`src/hdl/smrc_pkg.sv`:
```
// Shared constants and the half-step coil table of the stepper ramp controller.
`default_nettype none
package smrc_pkg;

	localparam int DefaultMaxAngle  = 3600;
	localparam int DefaultRampSteps = 50;

	localparam int AngleW  = 12;
	localparam int StepW   = 16;
	localparam int PeriodW = 16;
	localparam int CoilW   = 4;
	localparam int PhaseW  = 3;
	localparam int ProdW   = 32;

	localparam logic [PeriodW-1:0] SlowestUs = 16'd65535;
	localparam logic [PeriodW-1:0] FastestUs = 16'd1250;
	localparam logic [PeriodW-1:0] SpanUs    = 16'd64285;

	// 512 half steps per 45 degrees: steps = angle * 512 / 45.
	localparam int AngleShift = 9;
	localparam logic [StepW-1:0] DegPerBlock = 16'd45;

	function automatic logic [CoilW-1:0] coil_for(input logic [PhaseW-1:0] phase);
		logic [CoilW-1:0] c;
		unique case (phase)
			3'd0: c = 4'd1;
			3'd1: c = 4'd3;
			3'd2: c = 4'd2;
			3'd3: c = 4'd6;
			3'd4: c = 4'd4;
			3'd5: c = 4'd12;
			3'd6: c = 4'd8;
			3'd7: c = 4'd9;
			default: c = 4'd0;
		endcase
		return c;
	endfunction

endpackage
`default_nettype wire

```
`src/hdl/stepper_move_ramp_controller.sv`:
```
// Top level of the half-step stepper sequencer with a speed ramp.
//
//  Channel | Handshake                   | Payload
//  --------+-----------------------------+------------------------------------------------
//  item    | item_valid / item_ready     | mode, angle_deg, direction
//  result  | result_valid / result_ready | coil_pattern, step_period_us, period_changed, running
//
// One transaction is in work at a time; item_ready is high only in IDLE.
// A start transaction runs the bit-serial divider (one quotient bit per cycle),
// posts its result and returns to IDLE.
// A tick in the ramp-up or slow-down part of a move runs the shift-add
// multiplier, forms the dividend, runs the divider, posts and returns to IDLE.
// Other ticks (cruise, retire, stopped, nothing to do) go straight to the post state.
// Reset clears all move state; a stalled result holds the block in its post
// state, but the result register frees as soon as the result is taken.
`default_nettype none
module stepper_move_ramp_controller #(
	parameter int MAX_ANGLE  = smrc_pkg::DefaultMaxAngle,
	parameter int RAMP_STEPS = smrc_pkg::DefaultRampSteps
) (
	input  wire logic                          clk,
	input  wire logic                          arst_n,
	input  wire logic                          item_valid,
	output logic                               item_ready,
	input  wire logic                          mode,
	input  wire logic [smrc_pkg::AngleW-1:0]   angle_deg,
	input  wire logic                          direction,
	output logic                               result_valid,
	input  wire logic                          result_ready,
	output logic [smrc_pkg::CoilW-1:0]         coil_pattern,
	output logic [smrc_pkg::PeriodW-1:0]       step_period_us,
	output logic                               period_changed,
	output logic                               running
);

	localparam int StepW   = smrc_pkg::StepW;
	localparam int PeriodW = smrc_pkg::PeriodW;
	localparam int ProdW   = smrc_pkg::ProdW;
	localparam int CntW    = $clog2(ProdW);
	localparam logic [CntW-1:0] MulLast = CntW'(StepW - 1);
	localparam logic [CntW-1:0] DivLast = CntW'(ProdW - 1);

	typedef enum logic [2:0] {S_IDLE, S_MUL, S_ADJ, S_DIV, S_FIN} state_t;
	// What the transaction in work will post.
	typedef enum logic [1:0] {OP_START, OP_STEP, OP_HOLD} op_t;
	// Which part of the speed profile the step falls in.
	typedef enum logic [1:0] {BR_RAMP, BR_SLOW, BR_FLAT, BR_SAT} branch_t;

	state_t  state_q;
	op_t     op_q;
	branch_t br_q;
	logic [CntW-1:0] cnt_q;

	// Move state.
	logic [smrc_pkg::PhaseW-1:0] phase_q;
	logic [StepW-1:0]            total_q;
	logic [StepW-1:0]            remaining_q;
	logic [StepW-1:0]            done_q;
	logic                        finish_q;
	logic [PeriodW-1:0]          last_period_q;
	logic                        dir_q;
	logic                        enabled_q;
	logic [smrc_pkg::CoilW-1:0]  coil_q;

	// Result register.
	logic                        out_valid_q;
	logic [smrc_pkg::CoilW-1:0]  coil_out_q;
	logic [PeriodW-1:0]          period_out_q;
	logic                        changed_out_q;
	logic                        running_out_q;

	// Serial datapath: shift-add multiplier and restoring divider; the product is loaded into the dividend register.
	logic [StepW-1:0] acc_hi_q;
	logic [StepW-1:0] mul_q;
	logic [ProdW-1:0] dvd_q;
	logic [StepW-1:0] dsr_q;
	logic [StepW-1:0] rem_q;

	logic accept;
	logic post;
	logic [StepW-1:0] rem0;
	logic [StepW-1:0] n_next;
	logic [smrc_pkg::AngleW-1:0] angle_c;
	branch_t br_next;
	logic [StepW:0] mul_sum;
	logic [StepW:0] trial;
	logic [StepW:0] diff;
	logic           q_bit;
	logic [PeriodW-1:0] period_new;
	logic [StepW-1:0]   total_new;

	assign item_ready = (state_q == S_IDLE);
	assign accept     = item_valid && item_ready;
	assign post       = (state_q == S_FIN) && (!out_valid_q || result_ready);

	assign result_valid   = out_valid_q;
	assign coil_pattern   = coil_out_q;
	assign step_period_us = period_out_q;
	assign period_changed = changed_out_q;
	assign running        = running_out_q;

	always_comb begin
		// A tick first reloads an empty remaining count from the total.
		rem0    = (remaining_q == '0) ? total_q : remaining_q;
		n_next  = (done_q == '1) ? done_q : StepW'(done_q + 1'b1);
		angle_c = ({1'b0, angle_deg} > 13'(MAX_ANGLE)) ? smrc_pkg::AngleW'(MAX_ANGLE)
			: angle_deg;
		if (n_next <= StepW'(RAMP_STEPS)) begin
			br_next = BR_RAMP;
		end else if (({1'b0, n_next} + (StepW+1)'(RAMP_STEPS)) >= {1'b0, total_q}) begin
			br_next = (total_q == '0) ? BR_SAT : BR_SLOW;
		end else begin
			br_next = BR_FLAT;
		end
	end

	always_comb begin
		mul_sum = {1'b0, acc_hi_q} + (mul_q[0] ? {1'b0, smrc_pkg::SpanUs} : '0);
		trial   = {rem_q, dvd_q[ProdW-1]};
		diff    = trial - {1'b0, dsr_q};
		q_bit   = (trial >= {1'b0, dsr_q});
	end

	always_comb begin
		total_new = (|dvd_q[ProdW-1:StepW]) ? '1 : dvd_q[StepW-1:0];
		unique case (br_q)
			BR_RAMP: period_new = smrc_pkg::SlowestUs - dvd_q[StepW-1:0];
			BR_SLOW: begin
				// 1250 + quotient, saturated at the slowest period.
				if (dvd_q > ProdW'(smrc_pkg::SlowestUs - smrc_pkg::FastestUs)) begin
					period_new = smrc_pkg::SlowestUs;
				end else begin
					period_new = smrc_pkg::FastestUs + dvd_q[PeriodW-1:0];
				end
			end
			BR_FLAT: period_new = smrc_pkg::FastestUs;
			BR_SAT:  period_new = smrc_pkg::SlowestUs;
			default: period_new = smrc_pkg::SlowestUs;
		endcase
	end

	// Control, move state and result register.
	always_ff @(posedge clk or negedge arst_n) begin
		if (!arst_n) begin
			state_q       <= S_IDLE;
			op_q          <= OP_HOLD;
			br_q          <= BR_FLAT;
			cnt_q         <= '0;
			phase_q       <= '0;
			total_q       <= '0;
			remaining_q   <= '0;
			done_q        <= '0;
			finish_q      <= 1'b0;
			last_period_q <= '0;
			dir_q         <= 1'b0;
			enabled_q     <= 1'b0;
			coil_q        <= '0;
			out_valid_q   <= 1'b0;
			coil_out_q    <= '0;
			period_out_q  <= '0;
			changed_out_q <= 1'b0;
			running_out_q <= 1'b0;
		end else begin
			if (out_valid_q && result_ready && !post) begin
				out_valid_q <= 1'b0;
			end
			unique case (state_q)
				S_IDLE: begin
					cnt_q <= '0;
					if (accept) begin
						if (!mode) begin
							// Start: the total arrives from the divider.
							op_q      <= OP_START;
							dir_q     <= direction;
							enabled_q <= 1'b1;
							state_q   <= S_DIV;
						end else if (!enabled_q) begin
							op_q    <= OP_HOLD;
							state_q <= S_FIN;
						end else if (finish_q) begin
							// The tick after the last step retires the move.
							op_q        <= OP_HOLD;
							finish_q    <= 1'b0;
							enabled_q   <= 1'b0;
							remaining_q <= '0;
							coil_q      <= '0;
							done_q      <= '0;
							total_q     <= '0;
							state_q     <= S_FIN;
						end else if (rem0 == '0) begin
							op_q    <= OP_HOLD;
							state_q <= S_FIN;
						end else begin
							op_q <= OP_STEP;
							br_q <= br_next;
							if (rem0 == StepW'(1)) begin
								finish_q    <= 1'b1;
								remaining_q <= rem0;
							end else begin
								remaining_q <= StepW'(rem0 - 1'b1);
							end
							done_q  <= n_next;
							coil_q  <= smrc_pkg::coil_for(phase_q);
							phase_q <= dir_q ? 3'(phase_q + 3'd1) : 3'(phase_q - 3'd1);
							// Cruise and zero-total periods need no arithmetic.
							state_q <= (br_next == BR_RAMP || br_next == BR_SLOW) ? S_MUL
								: S_FIN;
						end
					end
				end
				S_MUL: begin
					cnt_q <= CntW'(cnt_q + 1'b1);
					if (cnt_q == MulLast) begin
						state_q <= S_ADJ;
					end
				end
				S_ADJ: begin
					cnt_q   <= '0;
					state_q <= S_DIV;
				end
				S_DIV: begin
					cnt_q <= CntW'(cnt_q + 1'b1);
					if (cnt_q == DivLast) begin
						state_q <= S_FIN;
					end
				end
				S_FIN: begin
					if (post) begin
						out_valid_q   <= 1'b1;
						running_out_q <= enabled_q;
						coil_out_q    <= coil_q;
						if (op_q == OP_START) begin
							total_q <= total_new;
						end
						if (op_q == OP_STEP) begin
							period_out_q  <= period_new;
							changed_out_q <= (period_new != last_period_q);
							last_period_q <= period_new;
						end else begin
							period_out_q  <= last_period_q;
							changed_out_q <= 1'b0;
						end
						state_q <= S_IDLE;
					end
				end
				default: state_q <= S_IDLE;
			endcase
		end
	end

	// Serial datapath registers.
	always_ff @(posedge clk) begin
		unique case (state_q)
			S_IDLE: begin
				rem_q <= '0;
				if (accept && !mode) begin
					dvd_q <= {{(ProdW-smrc_pkg::AngleW-smrc_pkg::AngleShift){1'b0}},
						angle_c, {smrc_pkg::AngleShift{1'b0}}};
					dsr_q <= smrc_pkg::DegPerBlock;
				end
				acc_hi_q <= '0;
				mul_q    <= n_next;
			end
			S_MUL: begin
				// Shift-add: one multiplier bit per cycle, product shifts right.
				acc_hi_q <= mul_sum[StepW:1];
				mul_q    <= {mul_sum[0], mul_q[StepW-1:1]};
			end
			S_ADJ: begin
				rem_q <= '0;
				if (br_q == BR_RAMP) begin
					// Rounding up: add divisor minus one before dividing.
					dvd_q <= {acc_hi_q, mul_q} + ProdW'(RAMP_STEPS - 1);
					dsr_q <= StepW'(RAMP_STEPS);
				end else begin
					dvd_q <= {acc_hi_q, mul_q};
					dsr_q <= total_q;
				end
			end
			S_DIV: begin
				// Restoring division: quotient bits shift in behind the dividend.
				rem_q <= q_bit ? diff[StepW-1:0] : trial[StepW-1:0];
				dvd_q <= {dvd_q[ProdW-2:0], q_bit};
			end
			S_FIN: begin
				rem_q <= rem_q;
			end
			default: begin
				rem_q <= rem_q;
			end
		endcase
	end

endmodule
`default_nettype wire

```
`config.mk`:
```
export PLATFORM = sky130hd
export DESIGN_NAME = stepper_move_ramp_controller
export DESIGN_NICKNAME = d
export VERILOG_FILES = /design/src/hdl/smrc_pkg.sv /design/src/hdl/stepper_move_ramp_controller.sv
export SDC_FILE = /design/constraint.sdc
export NUM_CORES = 1
export LEC_CHECK = 0
export BUFFER_PORTS_ARGS = -buffer_cell sky130_fd_sc_hd__buf_2
export CAP_MARGIN = 25
export CORE_UTILIZATION = 55
export CTS_BUF_LIST = sky130_fd_sc_hd__clkbuf_4
export CTS_CLUSTER_SIZE = 25
export DETAILED_ROUTE_END_ITERATION = 12
export PLACE_DENSITY_LB_ADDON = 0.1
export SLEW_MARGIN = 20
export SYNTH_ARGS = -nofsm -noshare
export SYNTH_HDL_FRONTEND = slang
export SYNTH_SLANG_ARGS = --single-unit
```
`constraint.sdc`:
```
create_clock -name clk -period 4.4 [get_ports clk]
set_clock_uncertainty 0.2 [all_clocks]
set_input_delay 0.44 -clock clk [delete_from_list [all_inputs] [get_ports clk]]
set_output_delay 0.44 -clock clk [all_outputs]
set_load 0.01 [all_outputs]
```
---- Word level (Yosys, flattened, before mapping) ----
Memory sizes are Yosys's and may differ from the RTL's.
Cells that the tools add are included.
operators by class
  $add $sub $neg .......................... 11
  magnitude comparators ................... 5
  equal/unequal tests ..................... 24
  multiplexer cells ....................... 61
  bitwise logic cells ..................... 3
  reductions and logical operators ........ 37
operators by type and width
  cell                                                                                count
  16-bit 2-to-1 mux                                                                   20
  16-bit case mux with 2 select lines                                                 5
  32-bit case mux with 3 select lines                                                 1
  32-bit 2-to-1 mux                                                                   2
  16-bit case mux with 4 select lines                                                 1
  16-bit logical NOT                                                                  3
  17-bit by 16-bit greater-or-equal comparator with 1-bit output                      2
  32-bit by 6-bit adder with 32-bit output (second input constant)                    1
  32-bit by 16-bit greater-than comparator with 1-bit output (second input constant)  1
  3-bit 2-to-1 mux                                                                    10
  16-bit by 16-bit adder with 17-bit output                                           1
  16-bit by 6-bit adder with 17-bit output (second input constant)                    1
  11-bit by 16-bit adder with 16-bit output (first input constant)                    1
  16-bit by 1-bit adder with 16-bit output (second input constant)                    1
  16-bit by 1-bit equality test with 1-bit output (second input constant)             1
  16-bit equality test (second input constant)                                        1
  16-bit by 6-bit <= comparator with 1-bit output (second input constant)             1
  16-bit inequality test                                                              1
  16-bit OR reduction                                                                 1
  16-bit by 1-bit subtractor with 16-bit output (second input constant)               1
  16-bit subtractor                                                                   1
  16-bit subtractor (first input constant)                                            1
  3-bit case mux with 5 select lines                                                  1
  2-bit 2-to-1 mux                                                                    7
  other kinds (32)                                                                    75
storage, ports and cells
  register bits after elaboration ......... 189
  ROM bits ................................ 32
  bits of input ports ..................... 18
  output and inout port bits .............. 24
  memories ................................ 1
memory list
  memory           depth  bits a word  rd ports  clocked after memory_dff  write ports  RTL line        source
  (no name shown)  8      4            1         0                         0            smrc_pkg.sv:25  unique case (phase)

---- Longest topological paths before layout ----
  depth after elaboration ................. 15
  depth in mapped cells ................... 21
  depth with buffers taken out ............ 19

---- Worst setup path after synthesis ----
No wires, ideal clock.
  path kind ............................... flip-flop to flip-flop
  start ................................... register state_q[0]
  end ..................................... register dvd_q[0], enable pin
  arrival time ............................ 3423 ps
  path slack .............................. 311 ps
  stages on the path, launching flop included .. 5
  path buffers ............................ 1
  clock period less this slack ............ 4089 ps
  cells stage by stage .................... dfrtp_1 > clkbuf_1 > nor3_1 > nand2_1 > o21ai_0
between the ends
  longest elaborated chain between the ends .. 5
RTL lines
  element                                                            RTL line                             source
  start, declared                                                    stepper_move_ramp_controller.sv:49   state_t state_q;
  start signal, assigned                                             stepper_move_ramp_controller.sv:206  state_q <= (br_next == BR_RAMP || br_next == BR_SLOW) ? S_MUL
  3-bit logical NOT *                                                stepper_move_ramp_controller.sv:92   assign item_ready = (state_q == S_IDLE);
  net item_ready                                                     stepper_move_ramp_controller.sv:24   output logic item_ready,
  1-bit logical AND                                                  stepper_move_ramp_controller.sv:93   assign accept = item_valid && item_ready;
  1-bit logical AND                                                  stepper_move_ramp_controller.sv:256  if (accept && !mode) begin
  2-bit by 1-bit inequality test with 1-bit output (no source line)  -
  2-bit AND reduction (no source line) *                             -
  end signal, assigned                                               stepper_move_ramp_controller.sv:257  dvd_q <= {{(ProdW-smrc_pkg::AngleW-smrc_pkg::AngleShift){1'b0}},
  end signal, assigned                                               stepper_move_ramp_controller.sv:273  dvd_q <= {acc_hi_q, mul_q} + ProdW'(RAMP_STEPS - 1);
  end signal, assigned                                               stepper_move_ramp_controller.sv:276  dvd_q <= {acc_hi_q, mul_q};
  end, declared                                                      stepper_move_ramp_controller.sv:75   logic [ProdW-1:0] dvd_q;
Mark *: on every way through the listed nets, which the timed path passes. The rest lies on a longest branch.
A chain may end at the register's enable or synchronous reset.

---- Worst setup path after layout ----
  start ................................... register done_q[9]
  end ..................................... register state_q[2]
between the ends
  longest elaborated chain between the ends .. 15
RTL lines
  element                                                                              RTL line                             source
  start, declared                                                                      stepper_move_ramp_controller.sv:58   logic [StepW-1:0] done_q;
  start signal, assigned                                                               stepper_move_ramp_controller.sv:202  done_q <= n_next;
  16-bit by 1-bit adder with 16-bit output or 16-bit equality test (tied branches)     stepper_move_ramp_controller.sv:105  n_next = (done_q == '1) ? done_q : StepW'(done_q + 1'b1);
  16-bit 2-to-1 mux *                                                                  stepper_move_ramp_controller.sv:105
  16-bit by 6-bit adder with 17-bit output                                             stepper_move_ramp_controller.sv:110  end else if (({1'b0, n_next} + (StepW+1)'(RAMP_STEPS)) >= {1'b0, total_q}) begin
  17-bit by 16-bit greater-or-equal comparator with 1-bit output                       stepper_move_ramp_controller.sv:110
  2-bit 2-to-1 mux                                                                     stepper_move_ramp_controller.sv:110
  2-bit 2-to-1 mux *                                                                   stepper_move_ramp_controller.sv:108  if (n_next <= StepW'(RAMP_STEPS)) begin
  2-bit by 1-bit equality test with 1-bit output or 2-bit logical NOT (tied branches)  stepper_move_ramp_controller.sv:206
  1-bit logical OR *                                                                   stepper_move_ramp_controller.sv:206
  3-bit 2-to-1 mux *                                                                   stepper_move_ramp_controller.sv:206
  3-bit 2-to-1 mux *                                                                   stepper_move_ramp_controller.sv:190  end else if (rem0 == '0) begin
  3-bit 2-to-1 mux *                                                                   stepper_move_ramp_controller.sv:180  end else if (finish_q) begin
  3-bit 2-to-1 mux *                                                                   stepper_move_ramp_controller.sv:177  end else if (!enabled_q) begin
  3-bit 2-to-1 mux *                                                                   stepper_move_ramp_controller.sv:171  if (!mode) begin
  3-bit 2-to-1 mux *                                                                   stepper_move_ramp_controller.sv:170  if (accept) begin
  3-bit case mux with 5 select lines *                                                 stepper_move_ramp_controller.sv:167  unique case (state_q)
Mark *: on every way between the ends. The rest lies on a longest branch, timed or not. The select of a mux whose other input is x is not followed.

==> reports/qor.yml <==
routing:
  post-route-drc-count: 0
  drt_iter0_markers: 847
  routed_wl_mm: 34.2
  drt-pass1-iter-count: 7
  vias: 11200
  via_per_inst: 6.14
  drtAntennaViolNets: 0
  routedWlPerCell_um: 18.7
clock_network:
  clkSinkCount: 189
  h-tree-depth: 4
  cts_root_buf: "clkbuf_4"
  clockBufferDepth: 2
  cts_buffers: 17
  clock_latency_ps: 650
  cts.clk_slew.worst_paths_ps: 170
  cts_tree: "done"
place:
  portBuffers: 41
  pre_cts_slack_ps: 230
  gp_congestion: 0.926
  place_hpwl_mm: 25.2
logic_synthesis:
  syn_nets: 1524
  syn-cell-area_sq_um: 12900
  syn_area_per_cell_sq_um: 8.89
  synthCells: 1451
  synth_edf_count: 96
  synthArstFlopShare: 0.492
  synth_flop_cell: "edfxtp_1"
  synth.area.top_cells: "edfxtp_1 (22%), dfrtp_1 (18%), o21ai_0 (5.4%), ha_1 (5.1%), nand2_1 (4.6%)"
  synth_cell_types: 84
  netlist_top_cells_count: "nand2_1 (157), o21ai_0 (139), nor2_1 (129)"
  yosysTopAreaCellShare: 0.224
  yosysTopAreaCell: "edfxtp_1"
  yosys_warnings: 0
  yosysMostFrequentCell: "nand2_1"
  synth_seq_cells: 189
  yosysSeqAreaShare: 0.404
global_routing:
  antenna_found_initial: 1
  grt_max_degree: 66
  grt_pass1_wl_mm: 55.0
  grt_pass1_vias: 10500
  grt_use_total: 0.290
  grt_overflow: 0
critical_path:
  endpoint_kind: "flop"
  worstPathRequired_ps: 4770
  start_kind: "flop"
  worstSetupPathType: "flop to flop"
  path_max_fanout: 9
  critPathArrivalTime_ps: 4320
timing:
  min_period_ps: 3960
  slew_headroom: 0.359
  maxSlewViolCount: 0
  setup_viol: 0
  rsz0062_at_grt: "no"
  tns_ps: 0
  fin_crit_sh: 0.899
  hold_violations: 0
  timing.fmax_mhz: 253
  tightest_slew_ps: 961
  layout_setup_ws_ps: 444
floorplan:
  start_util: 0.564
  die-area_sq_um: 24100
  die_y_um: 155
  die_x_um: 155
  core_sq_um: 22800
  ios: 42
  rows: 55
finish:
  nNetsFinal: 1569
  drive_above_1_share: 0.121
  area_growth_pct: 8.79
  fillers: 2030
  multi_input_area_sq_um: 7170
  regArea_sq_um: 5220
status:
  run_status: "complete, no violations"
worst_hold_path:
  hold_path_class: "input port to flop"
pwr:
  ir_worst_vdd_uv: 383
  leakage_uw: 0.00567
  power_density_nw_per_um2: 705
job:
  cap_violations: 0
cell families after synthesis:
kind of cell	synth area share
xor+xnor	0.0543
simple gates	0.218
buf+inv	0.0423
compound gates	0.191
mux	0.0350
flops	0.404
fa+ha+maj	0.0545
final timing paths:
path,from,end,slack (ps),cells past startpoint
worst max-delay path,done_q[9],state_q[2],440,18
worst max register to register,done_q[9],state_q[2],440,18
worst min register to register,op_q[1],op_q[1],280,2
min in group asynchronous,arst_n,remaining_q[6],220,2
max in group asynchronous,arst_n,step_period_us[15],2850,3
worst min-delay path,angle_deg[0],dvd_q[9],20,3
layout make-up:
type | instances | area share
multi-input combinational | 1125 | 0.511
tap | 313 | 0.0279
timing repair buffer | 103 | 0.0508
clock inverter | 15 | 0.0128
antenna | 1 | 0.000178
sequential | 189 | 0.372
clock buffer | 17 | 0.00910
inverter | 60 | 0.0161
layer usage:
layer	track usage	share of wire	vias to the layer above
li1	-	-	5428
met1	0.399	0.45	5336
met2	0.467	0.47	365
met3	0.0359	0.055	62
met4	0.116	0.026	0
met5	0	0	-
through the flow:
stage / util / cells / hold slack (ps) / power, uW / area, sq um
after detailed placement: 0.593 / 1775 / 258 / 8820 / 13600
final: 0.614 / 1823 / 15.5 / 9890 / 14000
after CTS: 0.612 / 1819 / 1.39 / 9850 / 14000
after global routing: 0.614 / 1823 / 6.26 / 10700 / 14000
after global placement: 0.593 / 1774 / 257 / 8700 / 13500
after floorplan: - / 1451 / -55.6 / 7290 / 12900
worst max-delay path, stage by stage, from the launching register on:
cell,delay (ps)
dfrtp_1,510
nand4_2,220
nor4_1,330
nand2_1,150
nand2_1,110
ha_1,200
a21o_1,150
a21boi_2,200
nand3_1,150
nor2_1,140
xnor2_1,130
ha_1,270
a21o_1,180
a211oi_1,230
o21bai_1,90
a21oi_1,150
nand3_1,140
a21oi_2,180
a31o_2,160
flip-flops by register name (all words and copies together), names as in the netlist, 2 cells and up:
register,count
dvd_q,32
acc_hi_q,16
done_q,16
dsr_q,16
mul_q,16
rem_q,16
remaining_q,16
step_period_us,16
total_q,16
cnt_q,5
coil_pattern,4
coil_q,4
phase_q,3
state_q,3
br_q,2
op_q,2
power by group:
group          leakage (uW)  switching [uW]  internal, uW
clock network      0.000166             743           276
registers           0.00219             778          2800
logic               0.00331            3190          2100
layout by cell type, fill, tap and decap left out, types with 7 or more instances in the layout:
master,netlist,routed
o21bai_1,8,7
nor2b_1,16,16
nand2_1,157,157
inv_1,60,60
dlygate4sd3_1,0,13
ha_1,53,53
edfxtp_1,96,96
mux2_2,14,14
xnor2_1,43,43
o22ai_1,10,10
a21o_1,14,14
o21ai_0,139,137
dfrtp_1,91,88
nor3_1,38,38
nand2b_1,13,13
nor2_1,129,127
and3_1,28,28
a22o_1,14,14
o31ai_1,9,9
a211oi_1,9,9
buf_4,0,49
a21oi_1,80,79
and2_1,12,12
nor4_1,24,24
or2_2,7,7
or3_1,10,10
mux2i_1,28,28
buf_2,16,40
nand4_1,26,26
nand3_1,56,56
and4_1,8,8
a31oi_1,18,18
xor2_1,37,37
clkbuf_4,0,17
timing repair:
| item | CTS | global route |
|---|---|---|
| endpoints found under the setup margin | 0 | 4 |
| buffers inserted | 0 | 2 |
| hold endpoints to repair | 74 | 1 |
| resized for setup | 0 | 7 |
| hold buffers | 12 | 1 |
Note: power is estimated with default switching activity, not from simulation.
